==> config.mk <==
export PLATFORM = sky130hd
export DESIGN_NAME = psd_sqrt
export DESIGN_NICKNAME = d
export VERILOG_FILES = /design/src/rtl/core/psd_pkg.sv /design/src/rtl/core/psd_sqrt.sv
export SDC_FILE = /design/constraint.sdc
export NUM_CORES = 2
export LEC_CHECK = 0
export BUFFER_PORTS_ARGS = -buffer_cell sky130_fd_sc_hd__buf_2
export CAP_MARGIN = 20
export CORE_MARGIN = 3
export CORE_UTILIZATION = 42
export DETAILED_ROUTE_END_ITERATION = 8
export HOLD_SLACK_MARGIN = 0.15
export SETUP_SLACK_MARGIN = 0.1
export SLEW_MARGIN = 20
export SYNTH_ARGS = -nofsm -noshare
export SYNTH_HDL_FRONTEND = slang
export SYNTH_SLANG_ARGS = --single-unit
==> constraint.sdc <==
create_clock -name clk -period 4.6 [get_ports clk]
set_input_delay 0.69 -clock clk [delete_from_list [all_inputs] [get_ports clk]]
set_output_delay 0.69 -clock clk [all_outputs]
set_load 0.02 [all_outputs]
==> src/rtl/core/psd_pkg.sv <==
package psd_pkg;

  localparam int COORD_WIDTH     = 24;
  localparam int T_FRACTION_BITS = 16;
  localparam int DIST_W          = 25;

  // Coordinate differences, squares and dot products.
  localparam int DW   = COORD_WIDTH + 1;
  localparam int PW   = 2 * DW;
  localparam int LW   = 2 * COORD_WIDTH + 2;
  localparam int DOTW = 2 * COORD_WIDTH + 3;

  // Projection parameter, scaled offsets and error vector.
  localparam int TW   = T_FRACTION_BITS + 1;
  localparam int MW   = TW + DW;
  localparam int EW   = COORD_WIDTH + 2;
  localparam int SQW  = 2 * EW;

  // Digit-by-digit square root.
  localparam int ROOTW = SQW / 2;
  localparam int SRW   = ROOTW + 3;

  localparam logic [MW-1:0] T_MASK = MW'((64'd1 << T_FRACTION_BITS) - 64'd1);
  localparam logic [TW-1:0] T_ONE  = TW'(64'd1 << T_FRACTION_BITS);

  localparam logic [1:0] SIDE_NONE  = 2'd0;
  localparam logic [1:0] SIDE_START = 2'd1;
  localparam logic [1:0] SIDE_END   = 2'd2;

  typedef enum logic [1:0] {
    TM_DIV,
    TM_ZERO,
    TM_ONE
  } tmode_t;

  typedef struct packed {
    logic                  valid;
    logic [LW-1:0]         len;
    logic [LW-1:0]         rem;
    logic [T_FRACTION_BITS-1:0] t;
    tmode_t                mode;
    logic                  degenerate;
    logic [1:0]            side;
    logic signed [DW-1:0]  dx;
    logic signed [DW-1:0]  dy;
    logic signed [DW-1:0]  rx;
    logic signed [DW-1:0]  ry;
  } div_t;

  typedef struct packed {
    logic           valid;
    logic [SQW-1:0] n;
    logic           degenerate;
    logic [1:0]     side;
  } sq_t;

  typedef struct packed {
    logic             valid;
    logic [SQW-1:0]   n;
    logic [ROOTW:0]   rem;
    logic [ROOTW-1:0] root;
    logic             degenerate;
    logic [1:0]       side;
  } sqrt_t;

endpackage

==> src/rtl/core/psd_sqrt.sv <==
module psd_sqrt (
  input  logic           clk,
  input  logic           rst,
  input  logic           en,
  input  psd_pkg::sq_t   sq_in,
  output psd_pkg::sqrt_t sqrt_out
);
  import psd_pkg::*;

  sqrt_t stage [0:ROOTW];

  always_comb begin
    stage[0]            = '0;
    stage[0].valid      = sq_in.valid;
    stage[0].n          = sq_in.n;
    stage[0].degenerate = sq_in.degenerate;
    stage[0].side       = sq_in.side;
  end

  assign sqrt_out = stage[ROOTW];

  // Each stage brings down two bits of the radicand and settles one root bit.
  for (genvar k = 0; k < ROOTW; k++) begin : g_step
    logic [SRW-1:0] cur, trial;
    logic           take;
    sqrt_t          nxt;

    always_comb begin
      cur   = {stage[k].rem, stage[k].n[SQW-1-2*k -: 2]};
      trial = SRW'({stage[k].root, 2'b01});
      take  = (cur >= trial);
      nxt   = stage[k];
      if (take) begin
        nxt.rem = (ROOTW+1)'(cur - trial);
      end else begin
        nxt.rem = cur[ROOTW:0];
      end
      nxt.root = {stage[k].root[ROOTW-2:0], take};
    end

    always_ff @(posedge clk) begin
      if (en) begin
        stage[k+1] <= nxt;
      end
      if (rst) begin
        stage[k+1].valid <= 1'b0;
      end
    end
  end

endmodule

Word level (Yosys, flattened, before mapping)
Index checks and enable logic that the tools add are counted.

Add/sub/neg operators: 26. Multiply operators: 0. Divide/modulo/power cells: 0. Order comparisons: 26. Eq/ne operators: 0. Shift-type cells: 0. Multiplexer cells: 26. Bitwise logic cells: 0. Reductions and logical operators: 0.

Operators by type and width (number): 2-to-1 mux 27 bit (25); >= comparator 29 x 10 -> 1 bit (1); >= comparator 29 x 11 -> 1 bit (1); >= comparator 29 x 12 -> 1 bit (1); >= comparator 29 x 13 -> 1 bit (1); >= comparator 29 x 14 -> 1 bit (1); >= comparator 29 x 15 -> 1 bit (1); >= comparator 29 x 16 -> 1 bit (1); >= comparator 29 x 17 -> 1 bit (1); >= comparator 29 x 18 -> 1 bit (1); >= comparator 29 x 19 -> 1 bit (1); >= comparator 29 x 20 -> 1 bit (1); >= comparator 29 x 21 -> 1 bit (1); >= comparator 29 x 22 -> 1 bit (1); >= comparator 29 x 23 -> 1 bit (1); >= comparator 29 x 24 -> 1 bit (1); >= comparator 29 x 25 -> 1 bit (1); >= comparator 29 x 26 -> 1 bit (1); >= comparator 29 x 27 -> 1 bit (1); >= comparator 29 x 3 -> 1 bit (1); >= comparator 29 x 4 -> 1 bit (1); >= comparator 29 x 5 -> 1 bit (1); >= comparator 29 x 6 -> 1 bit (1); >= comparator 29 x 7 -> 1 bit (1); other kinds (30) (30).

Flip-flop bits (word level): 2485. Latch bits: 0. Bits in writable memories: 0. Bits in read-only memories: 0. Input bits: 59. Output and inout port bits: 109. Logic and storage cells: 235. Memories kept: 0.

Depth between registers and ports, before layout
Depth in word-level cells: 2. Gate-level depth with buffers: 14. Depth with buffers taken out: 12.

Worst setup path before layout
OpenSTA, ideal clock, no wires.

Path type: register -> register. Start point: register stage, in the netlist g_step[3].cur[2]. End point: register stage, in the netlist g_step[4].cur[28] (data pin). Setup time: 0.258 ns. Arrival: 3.230 ns. Data required time: 4.342 ns. Path slack: 1.112 ns. Cell stages (with the launch flop): 11. Path buffers: 0. Period minus slack after synthesis: 3.488 ns. Path through: edfxtp_1 -> ha_1 -> and4_1 -> a211oi_1 -> and4_1 -> a2111oi_2 -> nand3_1 -> or4_1 -> or3_1 -> or4_1 -> xnor2_1.

RTL lines: from (decl) (line psd_sqrt.sv:10) `sqrt_t stage [0:ROOTW];`; from (signal, indexed assignment) (line psd_sqrt.sv:43) `stage[k+1] <= nxt;`.

==> metrics.csv <==
metric,value,unit
syn_nets,7272,
Worst Reg2Reg Path Length in Cells,12,
part of the power in the clock network,35.3,%
r2r endpoint,g_step[23].cur[11]$_DFFE_PP_,
antenna violations before repair,5,
chip height,499,um
Synth warnings,0,
static leakage,43.5,nW
final instance area,117000,um^2
reg2reg start,g_step[22].nxt[4]$_DFFE_PP_,
Initial Utilization,42.3,%
CTS buffer count,284,
transition time of the tightest slew-check pin,1.04,ns
Critical Path RT,5.22,ns
"reg-to-reg slack, setup",0.74,ns
Congestion Overflow GR,0,
IO buf count,167,
status,"finished, final reports clean",
crit start category,flip-flop,
placed cell count,10200,
hold_sp,g_step[12].nxt[76]$_DFFE_PP_,
critical path arrival,4.47,ns
Layout Nets,7763,
critical-path cell list,inv_1 -> ha_1 -> o211a_1 -> o21bai_1 -> a31oi_1 -> a21oi_1 -> o21ai_0 -> a311oi_1 -> o2111a_1 -> inv_2 -> buf_4 -> mux2_2,
Synth area leaders,"edfxtp_1 72%, ha_1 4.7%, xnor2_1 2.4%",
Synth Cell Area,102000,um^2
antenna-violating nets left,0,
Hold EP,g_step[13].nxt[76]$_DFFE_PP_,
largest net degree at the start of global routing,120,
Avg Inst Size Synth,14.9,um^2
post-CTS setup buffers,0,
relative slew slack,28.9,%
# rows,180,
switching share of power,25.4,%
"area leader, netlist",edfxtp_1,
synth-to-layout area growth,14.2,%
detailed placement HPWL,130000,um
RD Place Congestion,0.911,
CTS Buffer Depth,4,
Setup TNS,0,ns
Post-synth EDFFs,2446,
Max Clock Freq,259,MHz
met2 wire len,91900,um
Gate power share,14.9,%
Syn Inst Count,6832,
fin crit share,83.8,%
metal1 wirelength,83900,um
Max-cap violations,0,
via/cell ratio,5.08,
hold violation total from the final report,0,
commonest cells in the netlist,"2446 x edfxtp_1, 463 x inv_1, 391 x nand2_1, 381 x ha_1, 377 x nor2_1",
Final Util,48.3,%
Crit path largest cell delay,0.85,ns
Global Route Usage Sum,15.0,%
Area after DPL,107000,um^2
vias in the first global route,53900,
Pwr Density,502,nW/um^2
Fillers,20500,
DIE AREA,249000,um^2
"Top FF cell, synth",edfxtp_1,
crit path time final,3.86,ns
Post-synth ARST share,0,%
buffer type at the clock tree root,clkbuf_16,
"count leader, synth",edfxtp_1,
IO Count,168,
Synth Register Bits,2472,
# DRC,0,
DR WL met3,7690,um
crit-path max FO,27,
Int Power,43.7,mW
VDD IR max,0.000305,V
first drt pass iteration count,5,
core area,241000,um^2
first-pass GRT wire length,299000,um
layout cells sized above 1,9.92,%
die width,499,um
Flop pwr share,49.7,%
Sw Pwr,14.9,mW
Clock Pin Slew Worst Setup and Hold Paths,0.06,ns
Post-Layout Cell Count,10700,
Setup Skew,0.0694,ns
CTS tree,yes,
CP Class,flip-flop to flip-flop,
wire per inst,17.7,um
Detailed Route WL,189000,um
crit path max-delay cell type,a311oi_1,
Critical Path Sink Type,flip-flop,
Max H-tree Level,5,
number of cells on the worst hold path,0,
vias,54300,
Top Metal Used,met4,
post-CTS sizing,0,
DR iter-0 viols,3893,
"Seq/Total Area, Yosys",72.5,%
Skew-Pair Late Insertion Delay,0.92,ns
Final setup viols,0,
top-area cell type share of the netlist area,72.0,%
Hold Path Class,flip-flop to flip-flop,
Sink Count,2472,
fin. max-slew vios,0,
post-synthesis cell type count,83,
unrepaired setup endpoints after global routing,no,
[placed cells by master, fill, tap and decap left out, types with 48 or more instances in the layout]
cell              n
dlygate4sd3_1    58
clkinv_1         48
nor3_1          146
a21oi_1         371
clkbuf_1         49
nor2_1          375
nor4_1           69
or3_1            63
clkbuf_16       290
nand3_1          96
nor2b_1          66
nand4_1          51
mux2_2           53
nand2b_1         83
ha_1            381
buf_4            70
clkinv_2         50
a21o_1          172
inv_1           463
xor2_1          256
xnor2_1         281
nand2_1         391
o21a_1           70
o21ai_0         309
edfxtp_1       2446
buf_2           166
or4_1            50
[how the worst max path moves through the flow]
stage / depth (start not counted) / from / endpoint
2_1_floorplan: 10 / g_step[3].cur[2]$_DFFE_PP_ / g_step[4].cur[28]$_DFFE_PP_
3_3_place_gp: 10 / g_step[3].cur[2]$_DFFE_PP_ / g_step[4].cur[28]$_DFFE_PP_
3_5_place_dp: 11 / g_step[3].nxt[4]$_DFFE_PP_ / g_step[4].cur[28]$_DFFE_PP_
4_1_cts: 11 / g_step[3].nxt[4]$_DFFE_PP_ / g_step[4].cur[28]$_DFFE_PP_
5_1_grt: 11 / g_step[3].nxt[4]$_DFFE_PP_ / g_step[4].cur[28]$_DFFE_PP_
6_report: 12 / g_step[22].nxt[4]$_DFFE_PP_ / g_step[23].cur[11]$_DFFE_PP_
[sequential cells by signal (all words and copies together) (netlist names)]
register	count
sqrt_out	109
g_step.cur	688
g_step.nxt	1675
[worst max-delay path: cells and delay by family (launching register included)]
kind,cells,cell delay [ns]
AOI/OAI and AO/OA,7,2.21
DFF,1,0.41
adders and majority gates,1,0.34
buffers and inverters,3,0.32
muxes,1,0.31
[power groups by stage]
stage | sequential, mW | combinational [mW] | clock (mW)
2_1_floorplan | 29.1 | 6.09 | 0
3_3_place_gp | 29.6 | 8.53 | 0
3_5_place_dp | 29.6 | 8.68 | 0
4_1_cts | 29.2 | 8.76 | 21.5
5_1_grt | 29.3 | 9.80 | 22.4
6_report | 29.1 | 8.74 | 20.7
[kinds of logic (layout without fill, tap and decap cells)]
| kind of cell | after synthesis | in the layout | share of synthesized area [%] |
|---|---|---|---|
| simple gates | 1557 | 1557 | 7.61 |
| flops | 2472 | 2472 | 72.5 |
| fa+ha+maj | 381 | 381 | 4.67 |
| compound gates | 1225 | 1225 | 7.55 |
| mux | 87 | 87 | 0.919 |
| xor+xnor | 537 | 537 | 4.61 |
| buf+inv | 572 | 1249 | 2.11 |
| other cells | 1 | 3 | 0.00368 |
[routing by layer]
metal / global-route usage (%) / vias to the layer above
li1: - / 26600
met5: 0 / -
met4: 5.12 / 0
met1: 19.8 / 26200
met2: 25.2 / 1073
met3: 2.50 / 385
[cell type report]
class                      count  area [um^2]  share of cell area, %
antenna                        2         5.00                0.00430
clock buffer                 339         7440                   6.39
clock inverter               133         1100                  0.942
inverter                     464         1740                   1.49
multi-input combinational   3788        25900                   22.3
sequential                  2472        74000                   63.5
tap                         3185         3990                   3.42
timing repair buffer         313         2320                   1.99
[through the flow]
stage                     hold WS, ns  worst slack [ns]  power (mW)
final                           0.375             0.744        58.5
after global routing            0.339             0.432        61.6
after CTS                       0.325             0.761        59.4
after detailed placement        0.405             0.775        38.3
after global placement          0.400             0.740        38.1
after floorplan                 0.400              1.11        35.2
[timing repair]
item / CTS / global route
hold buffers: 58 / 0
endpoints found under the setup margin: 0 / 0
endpoints found under the hold margin: 84 / 0
Note: power is estimated with default switching activity, not from simulation.
