--- src/rtl/core/psd_pkg.sv ---
package psd_pkg;

  localparam int COORD_WIDTH     = 24;
  localparam int T_FRACTION_BITS = 16;
  localparam int DIST_W          = 25;

  // Coordinate differences, squares and dot products.
  localparam int DW   = COORD_WIDTH + 1;
  localparam int PW   = 2 * DW;
  localparam int LW   = 2 * COORD_WIDTH + 2;
  localparam int DOTW = 2 * COORD_WIDTH + 3;

  // Projection parameter, scaled offsets and error vector.
  localparam int TW   = T_FRACTION_BITS + 1;
  localparam int MW   = TW + DW;
  localparam int EW   = COORD_WIDTH + 2;
  localparam int SQW  = 2 * EW;

  // Digit-by-digit square root.
  localparam int ROOTW = SQW / 2;
  localparam int SRW   = ROOTW + 3;

  localparam logic [MW-1:0] T_MASK = MW'((64'd1 << T_FRACTION_BITS) - 64'd1);
  localparam logic [TW-1:0] T_ONE  = TW'(64'd1 << T_FRACTION_BITS);

  localparam logic [1:0] SIDE_NONE  = 2'd0;
  localparam logic [1:0] SIDE_START = 2'd1;
  localparam logic [1:0] SIDE_END   = 2'd2;

  typedef enum logic [1:0] {
    TM_DIV,
    TM_ZERO,
    TM_ONE
  } tmode_t;

  typedef struct packed {
    logic                  valid;
    logic [LW-1:0]         len;
    logic [LW-1:0]         rem;
    logic [T_FRACTION_BITS-1:0] t;
    tmode_t                mode;
    logic                  degenerate;
    logic [1:0]            side;
    logic signed [DW-1:0]  dx;
    logic signed [DW-1:0]  dy;
    logic signed [DW-1:0]  rx;
    logic signed [DW-1:0]  ry;
  } div_t;

  typedef struct packed {
    logic           valid;
    logic [SQW-1:0] n;
    logic           degenerate;
    logic [1:0]     side;
  } sq_t;

  typedef struct packed {
    logic             valid;
    logic [SQW-1:0]   n;
    logic [ROOTW:0]   rem;
    logic [ROOTW-1:0] root;
    logic             degenerate;
    logic [1:0]       side;
  } sqrt_t;

endpackage

--- src/rtl/core/psd_div.sv ---
module psd_div (
  input  logic          clk,
  input  logic          rst,
  input  logic          en,
  input  psd_pkg::div_t div_in,
  output psd_pkg::div_t div_out
);
  import psd_pkg::*;

  div_t stage [0:T_FRACTION_BITS];

  assign stage[0] = div_in;
  assign div_out  = stage[T_FRACTION_BITS];

  // One quotient bit per stage, restoring division.
  for (genvar k = 0; k < T_FRACTION_BITS; k++) begin : g_step
    logic [LW:0] rem2;
    logic        take;
    div_t        nxt;

    always_comb begin
      rem2 = {stage[k].rem, 1'b0};
      take = (rem2 >= {1'b0, stage[k].len});
      nxt  = stage[k];
      if (take) begin
        nxt.rem = LW'(rem2 - {1'b0, stage[k].len});
      end else begin
        nxt.rem = rem2[LW-1:0];
      end
      nxt.t = {stage[k].t[T_FRACTION_BITS-2:0], take};
    end

    always_ff @(posedge clk) begin
      if (en) begin
        stage[k+1] <= nxt;
      end
      if (rst) begin
        stage[k+1].valid <= 1'b0;
      end
    end
  end

endmodule

--- config.mk ---
export PLATFORM = sky130hd
export DESIGN_NAME = psd_div
export DESIGN_NICKNAME = d
export VERILOG_FILES = /design/src/rtl/core/psd_pkg.sv /design/src/rtl/core/psd_div.sv
export SDC_FILE = /design/constraint.sdc
export NUM_CORES = 2
export LEC_CHECK = 0
export BUFFER_PORTS_ARGS = -buffer_cell sky130_fd_sc_hd__buf_2
export CAP_MARGIN = 30
export CORE_ASPECT_RATIO = 1.5
export CORE_UTILIZATION = 66
export DETAILED_ROUTE_END_ITERATION = 6
export PLACE_DENSITY = 0.84
export SLEW_MARGIN = 0
export SYNTH_ARGS = -nofsm -noshare
export SYNTH_HDL_FRONTEND = slang
export SYNTH_SLANG_ARGS = --single-unit
--- constraint.sdc ---
create_clock -name clk -period 9 [get_ports clk]
set_input_delay 0.45 -clock clk [delete_from_list [all_inputs] [get_ports clk]]
set_output_delay 0.45 -clock clk [all_outputs]
set_load 0.02 [all_outputs]
==> results of run 1 <==
through the flow:
stage	setup slack (ns)	util (%)
CTS	2.96	73.6
detailed placement	3.28	68.6
global placement	2.92	68.6
floorplan	5.42	-
cell usage after synthesis (157+ instances only):
cell / count
xnor2_1: 430
o21ai_0: 753
o21bai_1: 157
mux2_2: 194
clkbuf_1: 276
nor2_1: 632
nand2_1: 816
xor2_1: 309
a21o_1: 468
inv_1: 987
ha_1: 800
edfxtp_1: 3416
nand3_1: 173
nand4_1: 173
a21oi_1: 1072
kinds of logic after synthesis:
group	count (synthesis)
compound gates	3095
buf+inv	1370
flops	3432
simple gates	2406
fa+ha+maj	816
mux	277
xor+xnor	739
metal layers:
layer,track usage (%),overflow
met5,2.07,0
met4,42.2,84
met3,16.3,1
met2,72.3,81
met1,36.1,1
timing repair:
item                      4_1_cts
resized for setup               0
hold buffers                  204
hold endpoints to repair      218
==> metrics.log, run 1 <==
[metrics] run status: did not finish
[metrics] last stage the flow got to: 5_1_grt
[metrics] Stop Error: [ERROR GRT-0116] Global routing finished with congestion. Check the congestion regions in the DRC Viewer.
[metrics] IO Pins: around 450
[metrics] synthesized cell area: 0.159 sq mm
[metrics] Yosys top cell area share: ~65%
[metrics] number of instances in the synthesized netlist: ~12000
[metrics] share of flip-flops with an asynchronous set or reset: 0%
[metrics] number of synthesized flops with an enable pin: approximately 3400
[metrics] count of unique library cells instantiated by Yosys: approximately 120
[metrics] Seq cells post-synth: approximately 3400
[metrics] XOR/XNOR Fraction of Synth Area: about 4.1%
[metrics] adder-cell share of the synthesized area: approximately 6.5%
[metrics] overall die height: roughly 600 microns
[metrics] global router's overall resource usage: between 40 and 50%
[metrics] H-tree Lvls: 5
[metrics] Placed Area: roughly 0.16 sq mm
[metrics] largest net degree at the start of global routing: roughly 190
[metrics] dominant combinational cell family by area after synthesis: compound AO/OA/AOI/OAI gates
[metrics] Synth Area in Compound Gates: roughly an eighth
[metrics] top cells by area in the synthesized netlist: edfxtp_1 65%, ha_1 6.3%, a21oi_1 3.4%, o21ai_0 2.4%, xnor2_1 2.4%
[metrics] clock sink count: about 3400
[metrics] horizontal extent of the die: a little over 400 microns
[metrics] initial standard-cell utilization of the core: between 60% and 70%
[metrics] cell taking the most area after synthesis: edfxtp_1
[metrics] yosys warns: 0
[metrics] share of cell area taken by muxes after synthesis: between 2 and 2.5%
[metrics] Post-CTS Setup Inserts: 0
[metrics] count of buffers inserted at the top-level ports: between 400 and 500
[metrics] Remaining Overflow, GRT: roughly 170
[metrics] TritonCTS Buffers: about 310
[metrics] Mean Syn Cell Area: 13.1 sq um
[metrics] Clock Tree Buf Depth: 4
[metrics] post-synthesis net count: approximately 13000
[metrics] placed wire-length estimate: roughly 300000 microns
[metrics] Placed Instances: 15400
[metrics] part of the Yosys area used for sequential elements: about two thirds
[metrics] row count: between 200 and 250
[metrics] global-route wire length before repair: about 750000 microns
[metrics] simple logic cell fraction of the synthesized area: 7.11%
[metrics] global placer's final weighted congestion: roughly 1.1
[metrics] via count of the first global-routing pass: 121000
[metrics] cell chosen for the clock root: clkbuf_16
[metrics] most common flop cell mapped by yosys: edfxtp_1
==> run 2, diff against run 1 <==
CORE_ASPECT_RATIO = unset   (was 1.5)
CORE_UTILIZATION = 40   (was 66)
PLACE_DENSITY = unset   (was 0.84)
PLACE_DENSITY_LB_ADDON = 0.15   (was unset)
==> run 2 against run 1 <==
Against the previous run:
- the run now ends clean
- synthesized cell count did not move
- area after synthesis is the same
==> metrics.log, run 2 <==
[metrics] run status: complete, no violations
[metrics] initial antenna violation count: 4
[metrics] part of the Yosys area used for sequential elements: around two thirds
[metrics] source of the worst register-to-register timing path: g_step[14].rem2[6]
[metrics] die area: around 0.4 sq mm
[metrics] post-DR wirelength/cell: 19.6 microns
[metrics] post-CTS clock slew at the launch and capture registers of the worst setup and hold paths: around 0.060 ns
[metrics] max incr delay on CP: around 0.84 ns
[metrics] most frequent cells in the layout: 3416 x edfxtp_1, 1071 x a21oi_1, 987 x inv_1
[metrics] overall die height: approximately 630 microns
[metrics] ratio of cells with drive above 1 in the final layout: 10.6%
[metrics] global placer's final weighted congestion: ~1
[metrics] cell chosen for the clock root: clkbuf_16
[metrics] detailed-router iteration count before antenna repair: 5
[metrics] placed wire-length estimate: about 270000 microns
[metrics] TritonCTS Buffers: around 380
[metrics] Setup Crit Path Kind: register to register
[metrics] Crit path arrival time: between 6 and 7 ns
[metrics] number of instances in the synthesized netlist: around 12000
[metrics] Period Utilization, post-route: about 65%
[metrics] H-tree Lvls: 5
[metrics] post-route minimum period: 5.87 ns
[metrics] initial standard-cell utilization of the core: 40.2%
[metrics] hold path depth: 1
[metrics] vias per inst: 5.14
[metrics] nets: approximately 14000
[metrics] setup_tns: 0 ns
[metrics] end of the critical path: g_step[15].rem2[2]
[metrics] synth cell count leaders: 3416 x edfxtp_1, 1072 x a21oi_1, 987 x inv_1, 816 x nand2_1, 800 x ha_1
[metrics] most common flop cell mapped by yosys: edfxtp_1
[metrics] TritonCTS clock tree: built
[metrics] Floorplan Core Area: between 0.3 and 0.4 sq mm
[metrics] number of flip-flops in the largest register: around 2500
[metrics] FF-to-FF path depth: 11
[metrics] top cells by area in the synthesized netlist: edfxtp_1 65%, ha_1 6.3%, a21oi_1 3.4%, o21ai_0 2.4%, xnor2_1 2.4%
[metrics] global router's overall resource usage: between 15 and 20%
[metrics] via count of the first global-routing pass: 97800
[metrics] worst hold path class: input pin to register
[metrics] Yosys top cell area share: 64.6%
[metrics] launch point of the critical path: g_step[14].rem2[6]
[metrics] antenna viol nets, final: 0
[metrics] Mean Syn Cell Area: between 10 and 15 sq um
[metrics] maximum frequency from static timing analysis: 0.170 GHz
[metrics] flop-to-flop setup slack: around 3.1 ns
[metrics] share of flip-flops with an asynchronous set or reset: 0%
[metrics] static leakage: about 70 nW
[metrics] final setup vio count: 0
[metrics] kind of start point of the critical path: register
[metrics] cell taking the most area after synthesis: edfxtp_1
[metrics] Remaining Overflow, GRT: 0
[metrics] Peak supply drop: 180 uV
[metrics] fill cell count: approximately 35000
[metrics] Layout Skew: approximately 0.058 ns
[metrics] count of buffers inserted at the top-level ports: 430
[metrics] global-route wire length before repair: 551000 microns
[metrics] post-CTS resize count: 0
[metrics] most common cell after layout, fill and taps aside: edfxtp_1
[metrics] Worst R2R End: g_step[15].rem2[2]
[metrics] post-synthesis net count: 13200
[metrics] data required time of the worst path: roughly 9.7 ns
[metrics] total wire length after detailed routing: about 360000 microns
[metrics] number of pins with negative max-slew slack in the final report: 0
[metrics] element type at the critical path end: register
[metrics] most instantiated library cell after synthesis: edfxtp_1
[metrics] worst-path maximum fanout: 66
[metrics] number of synthesized flops with an enable pin: approximately 3400
[metrics] final hold violation count: 0
[metrics] worst path cell trace: ha_1, a2111o_1, o21a_1, o211ai_1, a31oi_1, a2111oi_0, nor3b_1, o31ai_2, o21a_2, buf_4, mux2_2
[metrics] power density of the placed cells: between 300 and 400 mW/mm^2
[metrics] slowest cell on the critical path: a2111oi_0
[metrics] count of routing violations after the opening detailed-route iteration: 5275
[metrics] pre-CTS setup slack: about 3.2 ns
[metrics] worst-skew pair later-pin latency: between 0.9 and 1 ns
[metrics] Clock Tree Buf Depth: 4
[metrics] clock sink count: between 3000 and 4000
[metrics] yosys warns: 0
[metrics] slew of the pin with the lowest slew margin: roughly 1.2 ns
[metrics] remaining routing DRC violations: 0
[metrics] count of unique library cells instantiated by Yosys: 117
[metrics] synthesized cell area: roughly 0.16 sq mm
[metrics] Final WS setup: 3.13 ns
[metrics] horizontal extent of the die: 632 microns
[metrics] area added between synthesis and finish: 14.1%
[metrics] relative slew slack: 22.2%
[metrics] IO Pins: between 400 and 500
[metrics] largest net degree at the start of global routing: 200
[metrics] max_cap viols: 0
[metrics] RSZ-0062 raised after global routing: false
[metrics] Seq cells post-synth: ~3400
[metrics] total via count after detailed routing: 94600
[metrics] row count: about 230
## run 2: cell counts after synthesis
Identical to the previous run, type by type.
## run 2: metrics by stage
stage | utilization, % | area, sq um | hold slack (ns) | total power, mW | std cells
final | 45.8 | 181000 | 0.00339 | 60.9 | 18400
after global routing | 45.8 | 181000 | 0.0464 | 64.6 | 18400
after CTS | 45.8 | 181000 | 0.00365 | 61.5 | 18400
after detailed placement | 42.2 | 167000 | 0.405 | 45.9 | 17500
after global placement | 42.2 | 167000 | 0.400 | 45.8 | 17500
after floorplan | - | 159000 | 0.400 | 39.5 | 12100
## run 2: layer usage
layer / GRT usage (%) / vias to the layer above / routed length [microns]
met2: 32.8 / 2069 / 187000
met4: 10.3 / 0 / 23300
met1: 18.8 / 45200 / 140000
met3: 2.31 / 877 / 11400
met5: 0 / - / 0
li1: - / 46500 / -
## run 2: worst max-delay path: cells and delay by family (launching register included)
family / cells / cell delay, ns
AO/OA/AOI/OAI: 7 / 3.51
buffers and inverters: 1 / 0.57
multiplexers: 1 / 0.41
flip-flops: 1 / 0.40
adder cells (fa/ha/maj): 1 / 0.40
AND/OR/NAND/NOR: 1 / 0.22
## run 2: report_power, final
part | total, mW | internal, mW | switching (mW)
Combinational | 22.8 | 9.26 | 13.5
Sequential | 23.0 | 21.6 | 1.46
Clock | 15.1 | 8.79 | 6.28
Total | 60.9 | 39.6 | 21.2
## run 2: worst min path at each step
stage | start | to
final | en | g_step[12].nxt[78]
after global routing | en | g_step[14].nxt[48]
after CTS | div_in[170] | g_step[1].rem2[48]
after detailed placement | g_step[15].nxt[107] | div_out[107]
after global placement | g_step[4].nxt[44] | g_step[5].nxt[44]
after floorplan | g_step[15].nxt[0] | div_out[0]
## run 2: cells by family (layout without fill, tap and decap cells)
kind of cell             Yosys count  count (layout)  share of synthesized area [%]
buffers and inverters           1370            2411                           3.47
AO/OA/AOI/OAI                   3095            3095                           12.0
multiplexers                     277             277                           2.06
XOR/XNOR                         739             739                           4.08
AND/OR/NAND/NOR                 2406            2406                           7.11
flip-flops                      3432            3432                           64.8
adder cells (fa/ha/maj)          816             816                           6.51
other                              0               3                              0
## run 2: area by class of cell
type	instances	area, sq um	share of cell area, %
Sequential cell	3432	103000	56.8
Timing Repair Buffer	740	5260	2.90
Clock inverter	227	2370	1.31
Antenna cell	3	7.51	0.00414
Clock buffer	456	9830	5.43
Inverter	988	3710	2.05
Tap cell	5242	6560	3.62
Multi-Input combinational cell	7333	50500	27.9
## run 2: what timing repair did
item | in CTS | in global routing
hold buffers | 211 | 0
endpoints found under the hold margin | 221 | 0
setup buffers | 0 | 0
No activity file was read; power rests on OpenSTA's default activity.
